===== src/sb_pkg.sv =====
// Servo bank package: command codes, control structs and calibration tables
package sb_pkg;

  localparam int NUM_SERVOS_DEF = 12;
  localparam logic [15:0] DUR_RESET = 16'd3000;

  typedef enum logic [1:0] {
    CMD_SET_SERVO = 2'd0,
    CMD_SET_LEG   = 2'd1,
    CMD_TICK      = 2'd2,
    CMD_NONE      = 2'd3
  } sb_op_t;

  // controller to datapath
  typedef struct packed {
    logic       latch;
    logic       set_wr;
    logic       load;
    logic       div_step;
    logic       mul;
    logic       wb;
    logic       pmul;
    logic [3:0] idx;
    logic [1:0] joint;
  } sb_cmd_t;

  // datapath to controller
  typedef struct packed {
    sb_op_t op;
    logic   moving;
    logic   big;
  } sb_sta_t;

  // PWM minimum count per servo
  function automatic logic [7:0] pwm_min(input logic [3:0] s);
    logic [7:0] v;
    case (s)
      4'd0:  v = 8'd114;
      4'd1:  v = 8'd112;
      4'd2:  v = 8'd123;
      4'd3:  v = 8'd117;
      4'd4:  v = 8'd114;
      4'd5:  v = 8'd130;
      4'd6:  v = 8'd118;
      4'd7:  v = 8'd112;
      4'd8:  v = 8'd123;
      4'd9:  v = 8'd117;
      4'd10: v = 8'd118;
      4'd11: v = 8'd126;
      default: v = 8'd0;
    endcase
    return v;
  endfunction

  // counts per degree, Q2.12
  function automatic logic [13:0] pwm_factor(input logic [3:0] s);
    logic [13:0] v;
    case (s)
      4'd0:  v = 14'd9703;
      4'd1:  v = 14'd9712;
      4'd2:  v = 14'd9409;
      4'd3:  v = 14'd9486;
      4'd4:  v = 14'd9622;
      4'd5:  v = 14'd9081;
      4'd6:  v = 14'd9363;
      4'd7:  v = 14'd9732;
      4'd8:  v = 14'd9409;
      4'd9:  v = 14'd9527;
      4'd10: v = 14'd9527;
      4'd11: v = 14'd9286;
      default: v = 14'd0;
    endcase
    return v;
  endfunction

  // rest pose, Q8.8 degrees
  function automatic logic [15:0] rest_pose(input logic [3:0] s);
    logic [15:0] v;
    case (s)
      4'd0, 4'd3, 4'd6, 4'd9: v = 16'd23040;
      4'd1, 4'd7:             v = 16'd40960;
      4'd4, 4'd10:            v = 16'd7680;
      4'd5, 4'd11:            v = 16'd46080;
      default:                v = 16'd0;
    endcase
    return v;
  endfunction

endpackage


===== src/sb_if.sv =====
// Channel interfaces: command input and per-servo result output
interface sb_in_if;
  logic        valid;
  logic        ready;
  logic [1:0]  command;
  logic [3:0]  servo_sel;
  logic [1:0]  leg;
  logic [15:0] angle_a;
  logic [15:0] angle_b;
  logic [15:0] angle_c;
  logic [15:0] tick_ms;

  modport source (output valid, command, servo_sel, leg, angle_a, angle_b,
                  angle_c, tick_ms, input ready);
  modport sink (input valid, command, servo_sel, leg, angle_a, angle_b,
                angle_c, tick_ms, output ready);
endinterface

interface sb_out_if;
  logic        valid;
  logic        ready;
  logic [3:0]  servo_index;
  logic [11:0] pwm_count;
  logic        pwm_written;
  logic        all_reached;
  logic        last_item;

  modport source (output valid, servo_index, pwm_count, pwm_written, all_reached,
                  last_item, input ready);
  modport sink (input valid, servo_index, pwm_count, pwm_written, all_reached,
                last_item, output ready);
endinterface


===== src/sb_ctrl.sv =====
// Servo bank controller: sequences set writes, the ramp pass and the result pass
module sb_ctrl #(
  parameter int NUM_SERVOS = sb_pkg::NUM_SERVOS_DEF
) (
  input  logic            clk,
  input  logic            rst_n,
  input  logic            in_valid,
  output logic            in_ready,
  output logic            out_valid,
  input  logic            out_ready,
  input  sb_pkg::sb_sta_t sta,
  output sb_pkg::sb_cmd_t cmd
);

  typedef enum logic [7:0] {
    S_IDLE = 8'b0000_0001,
    S_SET  = 8'b0000_0010,
    S_LOAD = 8'b0000_0100,
    S_DIV  = 8'b0000_1000,
    S_MUL  = 8'b0001_0000,
    S_WB   = 8'b0010_0000,
    S_PMUL = 8'b0100_0000,
    S_OUT  = 8'b1000_0000
  } state_t;

  localparam logic [3:0] LAST_IDX = 4'(NUM_SERVOS - 1);

  state_t     state_r, state_nxt;
  logic [3:0] idx_r, idx_nxt;
  logic [3:0] cnt_r, cnt_nxt;
  logic       acc;

  assign in_ready  = (state_r == S_IDLE);
  assign out_valid = (state_r == S_OUT);
  assign acc       = in_valid && in_ready;

  // command word to the datapath
  always_comb begin
    cmd          = '0;
    cmd.latch    = acc;
    cmd.set_wr   = (state_r == S_SET);
    cmd.load     = (state_r == S_LOAD);
    cmd.div_step = (state_r == S_DIV);
    cmd.mul      = (state_r == S_MUL);
    cmd.wb       = (state_r == S_WB);
    cmd.pmul     = (state_r == S_PMUL);
    cmd.idx      = idx_r;
    cmd.joint    = cnt_r[1:0];
  end

  // next state
  always_comb begin
    state_nxt = state_r;
    idx_nxt   = idx_r;
    cnt_nxt   = cnt_r;
    unique case (state_r)
      S_IDLE: begin
        idx_nxt = '0;
        cnt_nxt = '0;
        if (acc) state_nxt = S_SET;
      end
      S_SET: begin
        // the latched opcode is visible from this cycle on
        unique case (sta.op)
          sb_pkg::CMD_SET_SERVO: state_nxt = S_IDLE;
          sb_pkg::CMD_SET_LEG: begin
            cnt_nxt = cnt_r + 4'd1;
            if (cnt_r[1:0] == 2'd2) state_nxt = S_IDLE;
          end
          sb_pkg::CMD_TICK: state_nxt = S_LOAD;
          default:          state_nxt = S_IDLE;
        endcase
      end
      S_LOAD: begin
        cnt_nxt = '0;
        if (!sta.moving) begin
          if (idx_r == LAST_IDX) begin
            idx_nxt   = '0;
            state_nxt = S_PMUL;
          end else begin
            idx_nxt   = idx_r + 4'd1;
          end
        end else if (sta.big) begin
          state_nxt = S_MUL;
        end else begin
          state_nxt = S_DIV;
        end
      end
      S_DIV: begin
        cnt_nxt = cnt_r + 4'd1;
        if (cnt_r == 4'd15) state_nxt = S_MUL;
      end
      S_MUL: state_nxt = S_WB;
      S_WB: begin
        if (idx_r == LAST_IDX) begin
          idx_nxt   = '0;
          state_nxt = S_PMUL;
        end else begin
          idx_nxt   = idx_r + 4'd1;
          state_nxt = S_LOAD;
        end
      end
      S_PMUL: state_nxt = S_OUT;
      S_OUT: begin
        if (out_ready) begin
          if (idx_r == LAST_IDX) begin
            state_nxt = S_IDLE;
          end else begin
            idx_nxt   = idx_r + 4'd1;
            state_nxt = S_PMUL;
          end
        end
      end
      default: state_nxt = S_IDLE;
    endcase
  end

  always_ff @(posedge clk) begin
    if (!rst_n) begin
      state_r <= S_IDLE;
      idx_r   <= '0;
      cnt_r   <= '0;
    end else begin
      state_r <= state_nxt;
      idx_r   <= idx_nxt;
      cnt_r   <= cnt_nxt;
    end
  end

endmodule


===== src/sb_dp.sv =====
// Servo bank datapath: angle stores, serial divider, ramp and PWM multipliers
module sb_dp #(
  parameter int NUM_SERVOS = sb_pkg::NUM_SERVOS_DEF
) (
  input  logic            clk,
  input  logic            rst_n,
  input  sb_pkg::sb_cmd_t cmd,
  output sb_pkg::sb_sta_t sta,
  input  logic [1:0]      in_command,
  input  logic [3:0]      in_servo_sel,
  input  logic [1:0]      in_leg,
  input  logic [15:0]     in_angle_a,
  input  logic [15:0]     in_angle_b,
  input  logic [15:0]     in_angle_c,
  input  logic [15:0]     in_tick_ms,
  input  logic            cfg_wr_en,
  input  logic [15:0]     cfg_wr_data,
  output logic [3:0]      out_servo_index,
  output logic [11:0]     out_pwm_count,
  output logic            out_pwm_written,
  output logic            out_all_reached,
  output logic            out_last_item
);

  localparam int IW = (NUM_SERVOS > 1) ? $clog2(NUM_SERVOS) : 1;
  localparam logic [4:0] NS = 5'(NUM_SERVOS);

  // state stores
  logic [15:0] cur_arr [NUM_SERVOS];
  logic [15:0] tgt_arr [NUM_SERVOS];
  logic [15:0] el_arr  [NUM_SERVOS];
  logic [NUM_SERVOS-1:0] moved_r;
  logic        all_r;
  logic [15:0] dur_r;

  // latched item
  sb_pkg::sb_op_t op_r;
  logic [3:0]  chan_r;
  logic [1:0]  leg_r;
  logic [15:0] a_r, b_r, c_r, dt_r;

  // working registers
  logic [15:0] cur_r, tgt_r, e_r, q_r;
  logic [16:0] rem_r;
  logic        big_r;
  logic signed [34:0] prod_r;
  logic [29:0] pm_r;

  logic [IW-1:0] rd;
  logic [15:0] el_rd, e_sat;
  logic [16:0] e_sum, rem_sh, t_val;
  logic [3:0]  wa4;
  logic        wa_ok;
  logic [15:0] wa_ang;
  logic signed [16:0] diff;
  logic signed [34:0] rnd;
  logic [15:0] new_ang;
  logic [10:0] pwm_sum;

  assign rd = cmd.idx[IW-1:0];

  // elapsed update with saturation
  assign el_rd = el_arr[rd];
  assign e_sum = {1'b0, el_rd} + {1'b0, dt_r};
  assign e_sat = e_sum[16] ? 16'hFFFF : e_sum[15:0];

  assign sta.op     = op_r;
  assign sta.moving = (el_rd < dur_r);
  assign sta.big    = (e_sat >= dur_r);

  // target write address and angle
  always_comb begin
    if (op_r == sb_pkg::CMD_SET_SERVO) begin
      wa4    = chan_r;
      wa_ang = a_r;
    end else begin
      wa4 = {1'b0, leg_r, 1'b0} + {2'b00, leg_r} + {2'b00, cmd.joint};
      case (cmd.joint)
        2'd0:    wa_ang = a_r;
        2'd1:    wa_ang = b_r;
        default: wa_ang = c_r;
      endcase
    end
    wa_ok = ({1'b0, wa4} < NS) &&
            (op_r == sb_pkg::CMD_SET_SERVO || op_r == sb_pkg::CMD_SET_LEG);
  end

  // restoring division, one quotient bit a step
  assign rem_sh = {rem_r[15:0], 1'b0};

  // ramp: cur + round((tgt - cur) * t / 65536)
  assign t_val   = big_r ? 17'h10000 : {1'b0, q_r};
  assign diff    = $signed({1'b0, tgt_r}) - $signed({1'b0, cur_r});
  assign rnd     = prod_r + 35'sd32768;
  assign new_ang = cur_r + rnd[31:16];

  // PWM result
  assign pwm_sum         = {3'b000, sb_pkg::pwm_min(cmd.idx)} + {1'b0, pm_r[29:20]};
  assign out_servo_index = cmd.idx;
  assign out_pwm_count   = {1'b0, pwm_sum};
  assign out_pwm_written = moved_r[rd];
  assign out_all_reached = all_r;
  assign out_last_item   = (cmd.idx == 4'(NUM_SERVOS - 1));

  // configuration register
  always_ff @(posedge clk) begin
    if (!rst_n) begin
      dur_r <= sb_pkg::DUR_RESET;
    end else if (cfg_wr_en) begin
      dur_r <= cfg_wr_data;
    end
  end

  // item latch and working registers
  always_ff @(posedge clk) begin
    if (cmd.latch) begin
      op_r   <= sb_pkg::sb_op_t'(in_command);
      chan_r <= in_servo_sel;
      leg_r  <= in_leg;
      a_r    <= in_angle_a;
      b_r    <= in_angle_b;
      c_r    <= in_angle_c;
      dt_r   <= in_tick_ms;
    end
    if (cmd.load) begin
      cur_r <= cur_arr[rd];
      tgt_r <= tgt_arr[rd];
      e_r   <= e_sat;
      big_r <= sta.big;
      rem_r <= {1'b0, e_sat};
      q_r   <= '0;
    end
    if (cmd.div_step) begin
      if (rem_sh >= {1'b0, dur_r}) begin
        rem_r <= rem_sh - {1'b0, dur_r};
        q_r   <= {q_r[14:0], 1'b1};
      end else begin
        rem_r <= rem_sh;
        q_r   <= {q_r[14:0], 1'b0};
      end
    end
    if (cmd.mul) begin
      prod_r <= diff * $signed({1'b0, t_val});
    end
    if (cmd.pmul) begin
      pm_r <= cur_arr[rd] * sb_pkg::pwm_factor(cmd.idx);
    end
  end

  // servo stores and tick flags
  always_ff @(posedge clk) begin
    if (!rst_n) begin
      for (int i = 0; i < NUM_SERVOS; i++) begin
        cur_arr[i] <= sb_pkg::rest_pose(4'(i));
        tgt_arr[i] <= sb_pkg::rest_pose(4'(i));
        el_arr[i]  <= '0;
      end
      moved_r <= '0;
      all_r   <= 1'b1;
    end else begin
      if (cmd.latch) all_r <= 1'b1;
      if (cmd.set_wr && wa_ok) begin
        tgt_arr[wa4[IW-1:0]] <= wa_ang;
        el_arr[wa4[IW-1:0]]  <= '0;
      end
      if (cmd.load) moved_r[rd] <= sta.moving;
      if (cmd.wb) begin
        cur_arr[rd] <= new_ang;
        el_arr[rd]  <= e_r;
        if (e_r < dur_r) all_r <= 1'b0;
      end
    end
  end

endmodule


===== src/servo_bank_ramp_to_pwm.sv =====
// Servo bank ramp to PWM: top level joining controller and datapath
//
//   channel | dir | handshake      | moves per transfer
//   in_ch   | in  | valid / ready  | one command (set servo, set leg, tick)
//   out_ch  | out | valid / ready  | one servo result, NUM_SERVOS per tick
//   cfg     | in  | write enable   | move duration in ms
//
// Set-servo writes one target, set-leg the leg's three joints in turn. A tick
// passes the set state, then visits each servo: a still servo is only loaded, a
// moving one runs load, the 16-step serial divider, multiply and write-back (no
// divider when the ramp completes on this tick); then a PWM multiply per result.
// Reset is synchronous; stores return to the rest pose at once.
// A stall on out_ch holds the result; no new command is taken until the
// last result of a tick has been transferred.
module servo_bank_ramp_to_pwm #(
  parameter int NUM_SERVOS = sb_pkg::NUM_SERVOS_DEF
) (
  input  logic        clk,
  input  logic        rst_n,
  sb_in_if.sink       in_ch,
  sb_out_if.source    out_ch,
  input  logic        cfg_wr_en,
  input  logic [15:0] cfg_wr_data
);

  sb_pkg::sb_cmd_t cmd;
  sb_pkg::sb_sta_t sta;

  sb_ctrl #(.NUM_SERVOS(NUM_SERVOS)) u_ctrl (
    .clk       (clk),
    .rst_n     (rst_n),
    .in_valid  (in_ch.valid),
    .in_ready  (in_ch.ready),
    .out_valid (out_ch.valid),
    .out_ready (out_ch.ready),
    .sta       (sta),
    .cmd       (cmd)
  );

  sb_dp #(.NUM_SERVOS(NUM_SERVOS)) u_dp (
    .clk              (clk),
    .rst_n            (rst_n),
    .cmd              (cmd),
    .sta              (sta),
    .in_command       (in_ch.command),
    .in_servo_sel     (in_ch.servo_sel),
    .in_leg           (in_ch.leg),
    .in_angle_a       (in_ch.angle_a),
    .in_angle_b       (in_ch.angle_b),
    .in_angle_c       (in_ch.angle_c),
    .in_tick_ms       (in_ch.tick_ms),
    .cfg_wr_en        (cfg_wr_en),
    .cfg_wr_data      (cfg_wr_data),
    .out_servo_index  (out_ch.servo_index),
    .out_pwm_count    (out_ch.pwm_count),
    .out_pwm_written  (out_ch.pwm_written),
    .out_all_reached  (out_ch.all_reached),
    .out_last_item    (out_ch.last_item)
  );

endmodule


===== src/flat_wrapper.sv =====
// flat-port wrapper written by rule: the top's interface ports become plain ports
module servo_bank_ramp_to_pwm_flat 
#(
  parameter int NUM_SERVOS = sb_pkg::NUM_SERVOS_DEF
)
  (clk, rst_n, cfg_wr_en, cfg_wr_data, in_ch_valid, in_ch_command, in_ch_servo_sel, in_ch_leg, in_ch_angle_a, in_ch_angle_b, in_ch_angle_c, in_ch_tick_ms, in_ch_ready, out_ch_valid, out_ch_servo_index, out_ch_pwm_count, out_ch_pwm_written, out_ch_all_reached, out_ch_last_item, out_ch_ready);
  sb_in_if in_ch_i ();
  sb_out_if out_ch_i ();
  input  logic clk;
  input  logic rst_n;
  input  logic cfg_wr_en;
  input  logic [15:0] cfg_wr_data;
  input wire logic [$bits(in_ch_i.valid)-1:0] in_ch_valid;
  input wire logic [$bits(in_ch_i.command)-1:0] in_ch_command;
  input wire logic [$bits(in_ch_i.servo_sel)-1:0] in_ch_servo_sel;
  input wire logic [$bits(in_ch_i.leg)-1:0] in_ch_leg;
  input wire logic [$bits(in_ch_i.angle_a)-1:0] in_ch_angle_a;
  input wire logic [$bits(in_ch_i.angle_b)-1:0] in_ch_angle_b;
  input wire logic [$bits(in_ch_i.angle_c)-1:0] in_ch_angle_c;
  input wire logic [$bits(in_ch_i.tick_ms)-1:0] in_ch_tick_ms;
  output wire logic [$bits(in_ch_i.ready)-1:0] in_ch_ready;
  output wire logic [$bits(out_ch_i.valid)-1:0] out_ch_valid;
  output wire logic [$bits(out_ch_i.servo_index)-1:0] out_ch_servo_index;
  output wire logic [$bits(out_ch_i.pwm_count)-1:0] out_ch_pwm_count;
  output wire logic [$bits(out_ch_i.pwm_written)-1:0] out_ch_pwm_written;
  output wire logic [$bits(out_ch_i.all_reached)-1:0] out_ch_all_reached;
  output wire logic [$bits(out_ch_i.last_item)-1:0] out_ch_last_item;
  input wire logic [$bits(out_ch_i.ready)-1:0] out_ch_ready;
  assign in_ch_i.valid = in_ch_valid;
  assign in_ch_i.command = in_ch_command;
  assign in_ch_i.servo_sel = in_ch_servo_sel;
  assign in_ch_i.leg = in_ch_leg;
  assign in_ch_i.angle_a = in_ch_angle_a;
  assign in_ch_i.angle_b = in_ch_angle_b;
  assign in_ch_i.angle_c = in_ch_angle_c;
  assign in_ch_i.tick_ms = in_ch_tick_ms;
  assign in_ch_ready = in_ch_i.ready;
  assign out_ch_valid = out_ch_i.valid;
  assign out_ch_servo_index = out_ch_i.servo_index;
  assign out_ch_pwm_count = out_ch_i.pwm_count;
  assign out_ch_pwm_written = out_ch_i.pwm_written;
  assign out_ch_all_reached = out_ch_i.all_reached;
  assign out_ch_last_item = out_ch_i.last_item;
  assign out_ch_i.ready = out_ch_ready;
  servo_bank_ramp_to_pwm #(.NUM_SERVOS(NUM_SERVOS)) u_core (.clk(clk), .rst_n(rst_n), .in_ch(in_ch_i), .out_ch(out_ch_i), .cfg_wr_en(cfg_wr_en), .cfg_wr_data(cfg_wr_data));
endmodule

===== config.mk =====
export PLATFORM = sky130hd
export DESIGN_NAME = servo_bank_ramp_to_pwm_flat
export DESIGN_NICKNAME = d
export VERILOG_FILES = /design/src/sb_pkg.sv /design/src/sb_if.sv /design/src/sb_ctrl.sv /design/src/sb_dp.sv /design/src/servo_bank_ramp_to_pwm.sv /design/src/flat_wrapper.sv
export SDC_FILE = /design/constraint.sdc
export NUM_CORES = 2
export LEC_CHECK = 0
export BUFFER_PORTS_ARGS = -buffer_cell sky130_fd_sc_hd__buf_2
export CAP_MARGIN = 20
export CORE_ASPECT_RATIO = 0.9
export CORE_MARGIN = 2
export CORE_UTILIZATION = 34
export CTS_CLUSTER_SIZE = 28
export DETAILED_ROUTE_END_ITERATION = 6
export GPL_TIMING_DRIVEN = 0
export MAX_ROUTING_LAYER = met4
export PLACE_DENSITY = 0.51
export SLEW_MARGIN = 0
export SYNTH_ARGS = -nofsm -noshare
export SYNTH_HDL_FRONTEND = slang
export SYNTH_SLANG_ARGS = --single-unit

===== constraint.sdc =====
create_clock -name clk -period 11.8 [get_ports clk]
set_input_delay 1.18 -clock clk [delete_from_list [all_inputs] [get_ports clk]]
set_output_delay 1.18 -clock clk [all_outputs]
set_load 0.02 [all_outputs]

**Yosys cells after proc, flatten, opt, wreduce, memory -nomap -nowiden**

Memory sizes are Yosys's and may differ from the RTL's. A register that Yosys moved wholly into a read port is not among the register bits.
Index checks and enable logic that the tools add are counted.

- Register bits after elaboration: 244
- Bits in writable memories: 576
- ROM bits: 320
- Bits of input ports: 93
- Output and inout bits: 21
- Logic and storage cells: 154
- Memories kept: 5

Memory list:

| memory | depth | width | read ports | clocked after memory_dff | wr ports | RTL line | RTL |
|---|---|---|---|---|---|---|---|
| (no name shown) | 16 | 12 | 1 | 1 | 0 | sb_pkg.sv:58 | `case (s)` |
| u_core.u_dp.cur_arr | 12 | 16 | 1 | 1 | 12 | sb_dp.sv:29 | `logic [15:0] cur_arr [NUM_SERVOS];` |
| u_core.u_dp.el_arr | 12 | 16 | 1 | 1 | 12 | sb_dp.sv:31 | `logic [15:0] el_arr [NUM_SERVOS];` |
| u_core.u_dp.tgt_arr | 12 | 16 | 1 | 1 | 12 | sb_dp.sv:30 | `logic [15:0] tgt_arr [NUM_SERVOS];` |
| (no name shown) | 16 | 8 | 1 | 1 | 0 | sb_pkg.sv:37 | `case (s)` |

- Add/subtract/negate cells: 10
- Multiply operators: 2
- Magnitude comparators: 7
- Eq/ne operators: 22
- Muxes and demuxes: 70
- Reduce and logical (&&, ||, !) cells: 18

Operators by type and width:

| cell | number |
|---|---|
| 16-bit 2-to-1 mux | 16 |
| 4-bit 2-to-1 mux | 18 |
| 8-bit case mux with 8 select lines | 1 |
| 16-bit OR reduction | 4 |
| 8-bit 2-to-1 mux | 6 |
| 32-bit by 17-bit adder with 32-bit output, second input constant | 1 |
| 16-bit less-than comparator | 2 |
| 17-bit by 18-bit multiplier with 32-bit output | 1 |
| 16-bit case mux with 2 select lines | 1 |
| 16-bit by 14-bit multiplier with 30-bit output | 1 |
| 16-bit by 16-bit adder with 17-bit output | 1 |
| 17-bit by 16-bit greater-or-equal comparator with 1-bit output | 1 |
| 1-bit 2-to-1 mux | 17 |
| 17-bit 2-to-1 mux | 1 |
| 16-bit by 16-bit subtractor with 17-bit output | 1 |
| 16-bit adder | 1 |
| 16-bit greater-or-equal comparator | 1 |
| 4-bit case mux with 4 select lines | 1 |
| 8-bit case mux with 2 select lines | 1 |
| 16-bit subtractor | 1 |
| 14-bit 2-to-1 mux | 1 |
| 7-bit 2-to-1 mux | 2 |
| 12-bit bitwise mux | 1 |
| 4-bit case mux with 3 select lines | 1 |
| 34 further kinds | 47 |

**Longest topological paths before layout**

- Depth in word-level cells: 12
- Gate-level depth with buffers: 35
- Depth with buffers taken out: 34

**Modules after synthesis**

A second synthesis with hierarchy kept.

- Cell total of the unflattened synthesis: 5317
- Area total of the unflattened synthesis: 61861.8 um2

By module, submodules not included:

| module | times used | cells an instance | area each (um2) | sequential area each (um2) |
|---|---|---|---|---|
| sb_dp | 1 | 5173 | 60737.0 | 29047.9 |
| sb_ctrl | 1 | 144 | 1124.8 | 320.3 |

**Worst setup path before layout**

No wires, ideal clock.

- Path type: reg2reg
- Start: register u_core.u_dp.cur_r[0], read port of u_core.u_dp.cur_arr
- End: register u_core.u_dp.prod_r[31] (data pin)
- Library setup time: 0.268 ns
- Arrival time: 8.181 ns
- Required time: 11.532 ns
- Path slack: 3.351 ns
- Cell stages (with the launch flop): 33
- Path buffers: 1
- Clock period less this slack: 8.449 ns
- Path through: edfxtp_1 > ha_1 > fa_1 > nor2b_1 > o21ai_0 > a21boi_0 > o211ai_1 > nand3_1 > o311ai_0 > o21bai_1 > a21o_1 > xnor2_1 > clkbuf_1 > nor2_1 > fa_1 > fa_1 > fa_1 > fa_1 > fa_1 > inv_1 > fa_1 > inv_1 > ha_1 > a21o_1 > a21oi_1 > o211ai_1 > o21ai_1 > o31ai_1 > o41a_2 > nand4_1 > nand4b_1 > a21oi_1 > xnor3_1

- Longest elaborated chain between the ends: 2

RTL lines:

| element | RTL line | RTL |
|---|---|---|
| from (decl) | sb_dp.sv:43 | `logic [15:0] cur_r, tgt_r, e_r, q_r;` |
| 16-bit by 16-bit subtractor with 17-bit output | sb_dp.sv:93 | `assign diff = $signed({1'b0, tgt_r}) - $signed({1'b0, cur_r});` |
| 17-bit by 18-bit multiplier with 32-bit output | sb_dp.sv:143 | `prod_r <= diff * $signed({1'b0, t_val});` |
| to (signal assigned) | sb_dp.sv:143 |  |
| to (decl) | sb_dp.sv:46 | `logic signed [34:0] prod_r;` |

No other way between the ends.
A chain may end at the register's enable or synchronous reset.

**Final worst setup path**

Ends and elaborated chain as after synthesis.

==> impl_metrics.py <==
metrics = {
    "status": {
        "outcome": "finished, violations left",
        "violations": "design-rule violations",
    },
    "setup_path": {
        "worstPathArrival_ps": 10950,
        "timing.critical_path.mode_cell": "fa_1",
        "r2r_slack_ps": 1350,
        "path_max_fanout": 10,
        "timing.critical_path.to_type": "flop",
        "cp-start-kind": "flop",
        "cpPeakStageDelay_ps": 820,
        "cp_data_required_time_ps": 12300,
        "cp_slowest_cell": "nor2_1",
        "crit_type": "reg2reg",
    },
    "die": {
        "initial_core_util_pct": 34.2,
        "die_h_um": 406,
        "fp-row-count": 147,
        "dieArea_um2": 183000,
        "coreArea_um2": 178000,
        "ioPinCount": 114,
        "die_x_um": 451,
    },
    "timing": {
        "max_freq_mhz": 95.7,
        "slew_viol_final": 0,
        "fin_tns_setup_ps": 0,
        "setup_viol": 0,
        "tightest_slew_ps": 1180,
        "period_share_pct": 88.5,
        "hold_viol": 0,
        "finalWorstSetupSlack_ps": 1350,
        "period_minus_slack_ps": 10450,
        "rsz0062_at_grt": "false",
        "slew_headroom_pct": 21.2,
        "skew_ps": 107,
    },
    "clock_network": {
        "cts_hold_buf": 0,
        "cts_tree": "done",
        "clock_sinks": 1014,
        "cts_resized": 0,
        "clk_pin_slew_ps": 60,
        "cts_max_level": 3,
        "clk_latency_ps": 780,
        "cts_root_buf": "clkbuf_16",
        "numCtsBuffers": 109,
        "postCtsSetupRepairBufs": 0,
        "cts_buffer_depth": 3,
    },
    "placement": {
        "hpwl_um": 128000,
        "port_buffers": 110,
        "globalplace.congestion": 0.873,
        "place_area_um2": 65100,
        "post-place-ws_ps": 1370,
    },
    "cells_and_area": {
        "nNetsFinal": 6118,
        "fillers": 17400,
        "synthToLayoutAreaGrowth_pct": 12.5,
        "final_cell_area_um2": 68700,
        "layout-drive-gt1-share_pct": 10.4,
    },
    "route": {
        "topRoutingLayerUsed": "met4",
        "wl_met2_um": 77300,
        "wl_met3_um": 8100,
        "first_pass_iters": 7,
        "drcViolationCount": 2,
        "wl_per_cell_um": 21.5,
        "wl_met1_um": 79200,
        "dr_total_vias": 38800,
        "drt_iter0_drc": 3145,
        "ant_nets": 0,
        "via_per_inst": 4.97,
        "drt_wl_total_um": 168000,
    },
    "yosys": {
        "synth-seq-cells": 1014,
        "syn_inst": 5012,
        "synth_cell_types": 83,
        "synthArstFlopShare_pct": 0,
        "ys_seq_area_share_pct": 48.8,
        "ys.flop_type": "edfxtp_1",
        "synth_edf_count": 948,
        "ys_warn_count": 0,
        "syn_area_per_cell_um2": 12.2,
        "synth_area_um2": 61100,
    },
    "global_routing": {
        "antenna_found_initial": 5,
        "grt_pass1_vias": 39700,
        "grt_max_degree": 62,
        "grt_overflow": 0,
        "grt_use_total_pct": 18.9,
        "grt_pass1_wl_um": 254000,
    },
    "job": {
        "maxCapViolations": 0,
    },
    "pwr": {
        "ir_drop_mv": 0.143,
        "p_leak_nw": 27.1,
        "power_density_nw_per_um2": 126,
    },
    "hold_path": {
        "min_path_type": "reg2reg",
    },
}
## worst paths after layout
| check | start | end | depth (start not counted) |
|---|---|---|---|
| min | u_core.u_dp.moved_r[11]$_SDFFE_PN0P_ | u_core.u_dp.moved_r[11]$_SDFFE_PN0P_ | 2 |
| max reg2reg | u_core.u_dp.cur_r[0]$_DFFE_PP_ | u_core.u_dp.prod_r[31]$_DFFE_PP_ | 30 |
| min reg2reg | u_core.u_dp.moved_r[11]$_SDFFE_PN0P_ | u_core.u_dp.moved_r[11]$_SDFFE_PN0P_ | 2 |
| max | u_core.u_dp.cur_r[0]$_DFFE_PP_ | u_core.u_dp.prod_r[31]$_DFFE_PP_ | 30 |
## state kept, by name (all words and copies together), names as in the netlist, 17 cells and up, named ones only
signal	cells
u_core.u_dp.prod_r	17
u_core.u_dp.tgt_arr	256
u_core.u_dp.cur_arr	256
u_core.u_dp.el_arr	256
## cells in the mapped netlist (all sizes together), types with 45 or more instances
| library cell | number | share of area, % |
|---|---|---|
| a21o | 46 | 0.57 |
| edfxtp | 948 | 47 |
| clkbuf | 197 | 1.2 |
| fa | 365 | 12 |
| nand3 | 45 | 0.37 |
| inv | 597 | 3.7 |
| xnor2 | 64 | 0.92 |
| dfxtp | 66 | 2.2 |
| buf | 56 | 0.41 |
| a21oi | 134 | 1.1 |
| mux4 | 234 | 8.6 |
| o21ai | 54 | 0.44 |
| ha | 339 | 6.9 |
| nor2 | 743 | 4.6 |
| nand2 | 507 | 3.1 |
| and2 | 160 | 1.6 |
## power breakdown
part           switching (W)  internal (W)  leakage (nW)
combinational       0.000720      0.000443          15.6
clock                0.00150       0.00190          1.69
sequential         0.0000427       0.00408          9.81
## per-layer routing
metal | GRT usage [%] | vias up
met4 | 3.56 | 0
met3 | 2.25 | 177
met1 | 27.0 | 19900
met5 | - | -
li1 | - | 17700
met2 | 29.3 | 970
## placed cells by master, fill, tap and decap left out, types with 17 or more instances in the layout
cell,count
edfxtp_1,948
nor2_1,742
inv_1,595
nand2_1,506
fa_1,365
ha_1,339
mux4_2,234
clkbuf_1,230
and2_1,160
a21oi_1,134
buf_2,115
clkbuf_16,109
dfxtp_1,66
conb_1,65
xnor2_1,64
a21o_1,46
nand3_1,45
o21ai_0,43
xor2_1,43
buf_1,43
nor3_1,41
mux2i_1,39
and3_1,36
nor2b_1,34
nand2b_1,29
clkinv_1,21
o21a_1,20
a22oi_1,20
o211ai_1,19
nand4_1,17
## through the flow
step | hold WS, ps | cells | total power (W) | util (%)
after floorplan | 451 | 5076 | 0.00498 | -
after global routing | 516 | 7794 | 0.00905 | 38.5
final | 491 | 7796 | 0.00869 | 38.5
after global placement | 466 | 7570 | 0.00533 | 36.3
after CTS | 488 | 7789 | 0.00876 | 38.5
after detailed placement | 478 | 7589 | 0.00536 | 36.5
## worst max-delay path: cells and delay by family (launching register included)
| kind | cells | cell delay (ps) |
|---|---|---|
| buffers and inverters | 4 | 710 |
| AO/OA/AOI/OAI | 10 | 3010 |
| flip-flops | 1 | 480 |
| adder cells (fa/ha/maj) | 9 | 4030 |
| XOR/XNOR | 1 | 420 |
| AND/OR/NAND/NOR | 6 | 1580 |
## layout make-up
type	count	area, µm²	area share, %
Clock inverter	57	676	0.983
Timing Repair Buffer	134	852	1.24
Sequential cell	1014	29800	43.3
Buffer	253	992	1.44
Multi-Input combinational cell	3209	28300	41.2
Inverter	600	2260	3.28
Tap cell	2384	2980	4.34
Antenna cell	2	5.00	0.00728
Clock buffer	143	2870	4.17
## logic make-up after synthesis
group                    Yosys count  synth area share, %
multiplexers                     275                 9.31
AO/OA/AOI/OAI                    391                 4.20
AND/OR/NAND/NOR                 1666                 11.9
flip-flops                      1014                 48.8
adder cells (fa/ha/maj)          704                 18.9
XOR/XNOR                         108                 1.57
buffers and inverters            853                 5.31
other                              1              0.00614
Power figures use the tool's default switching activity.
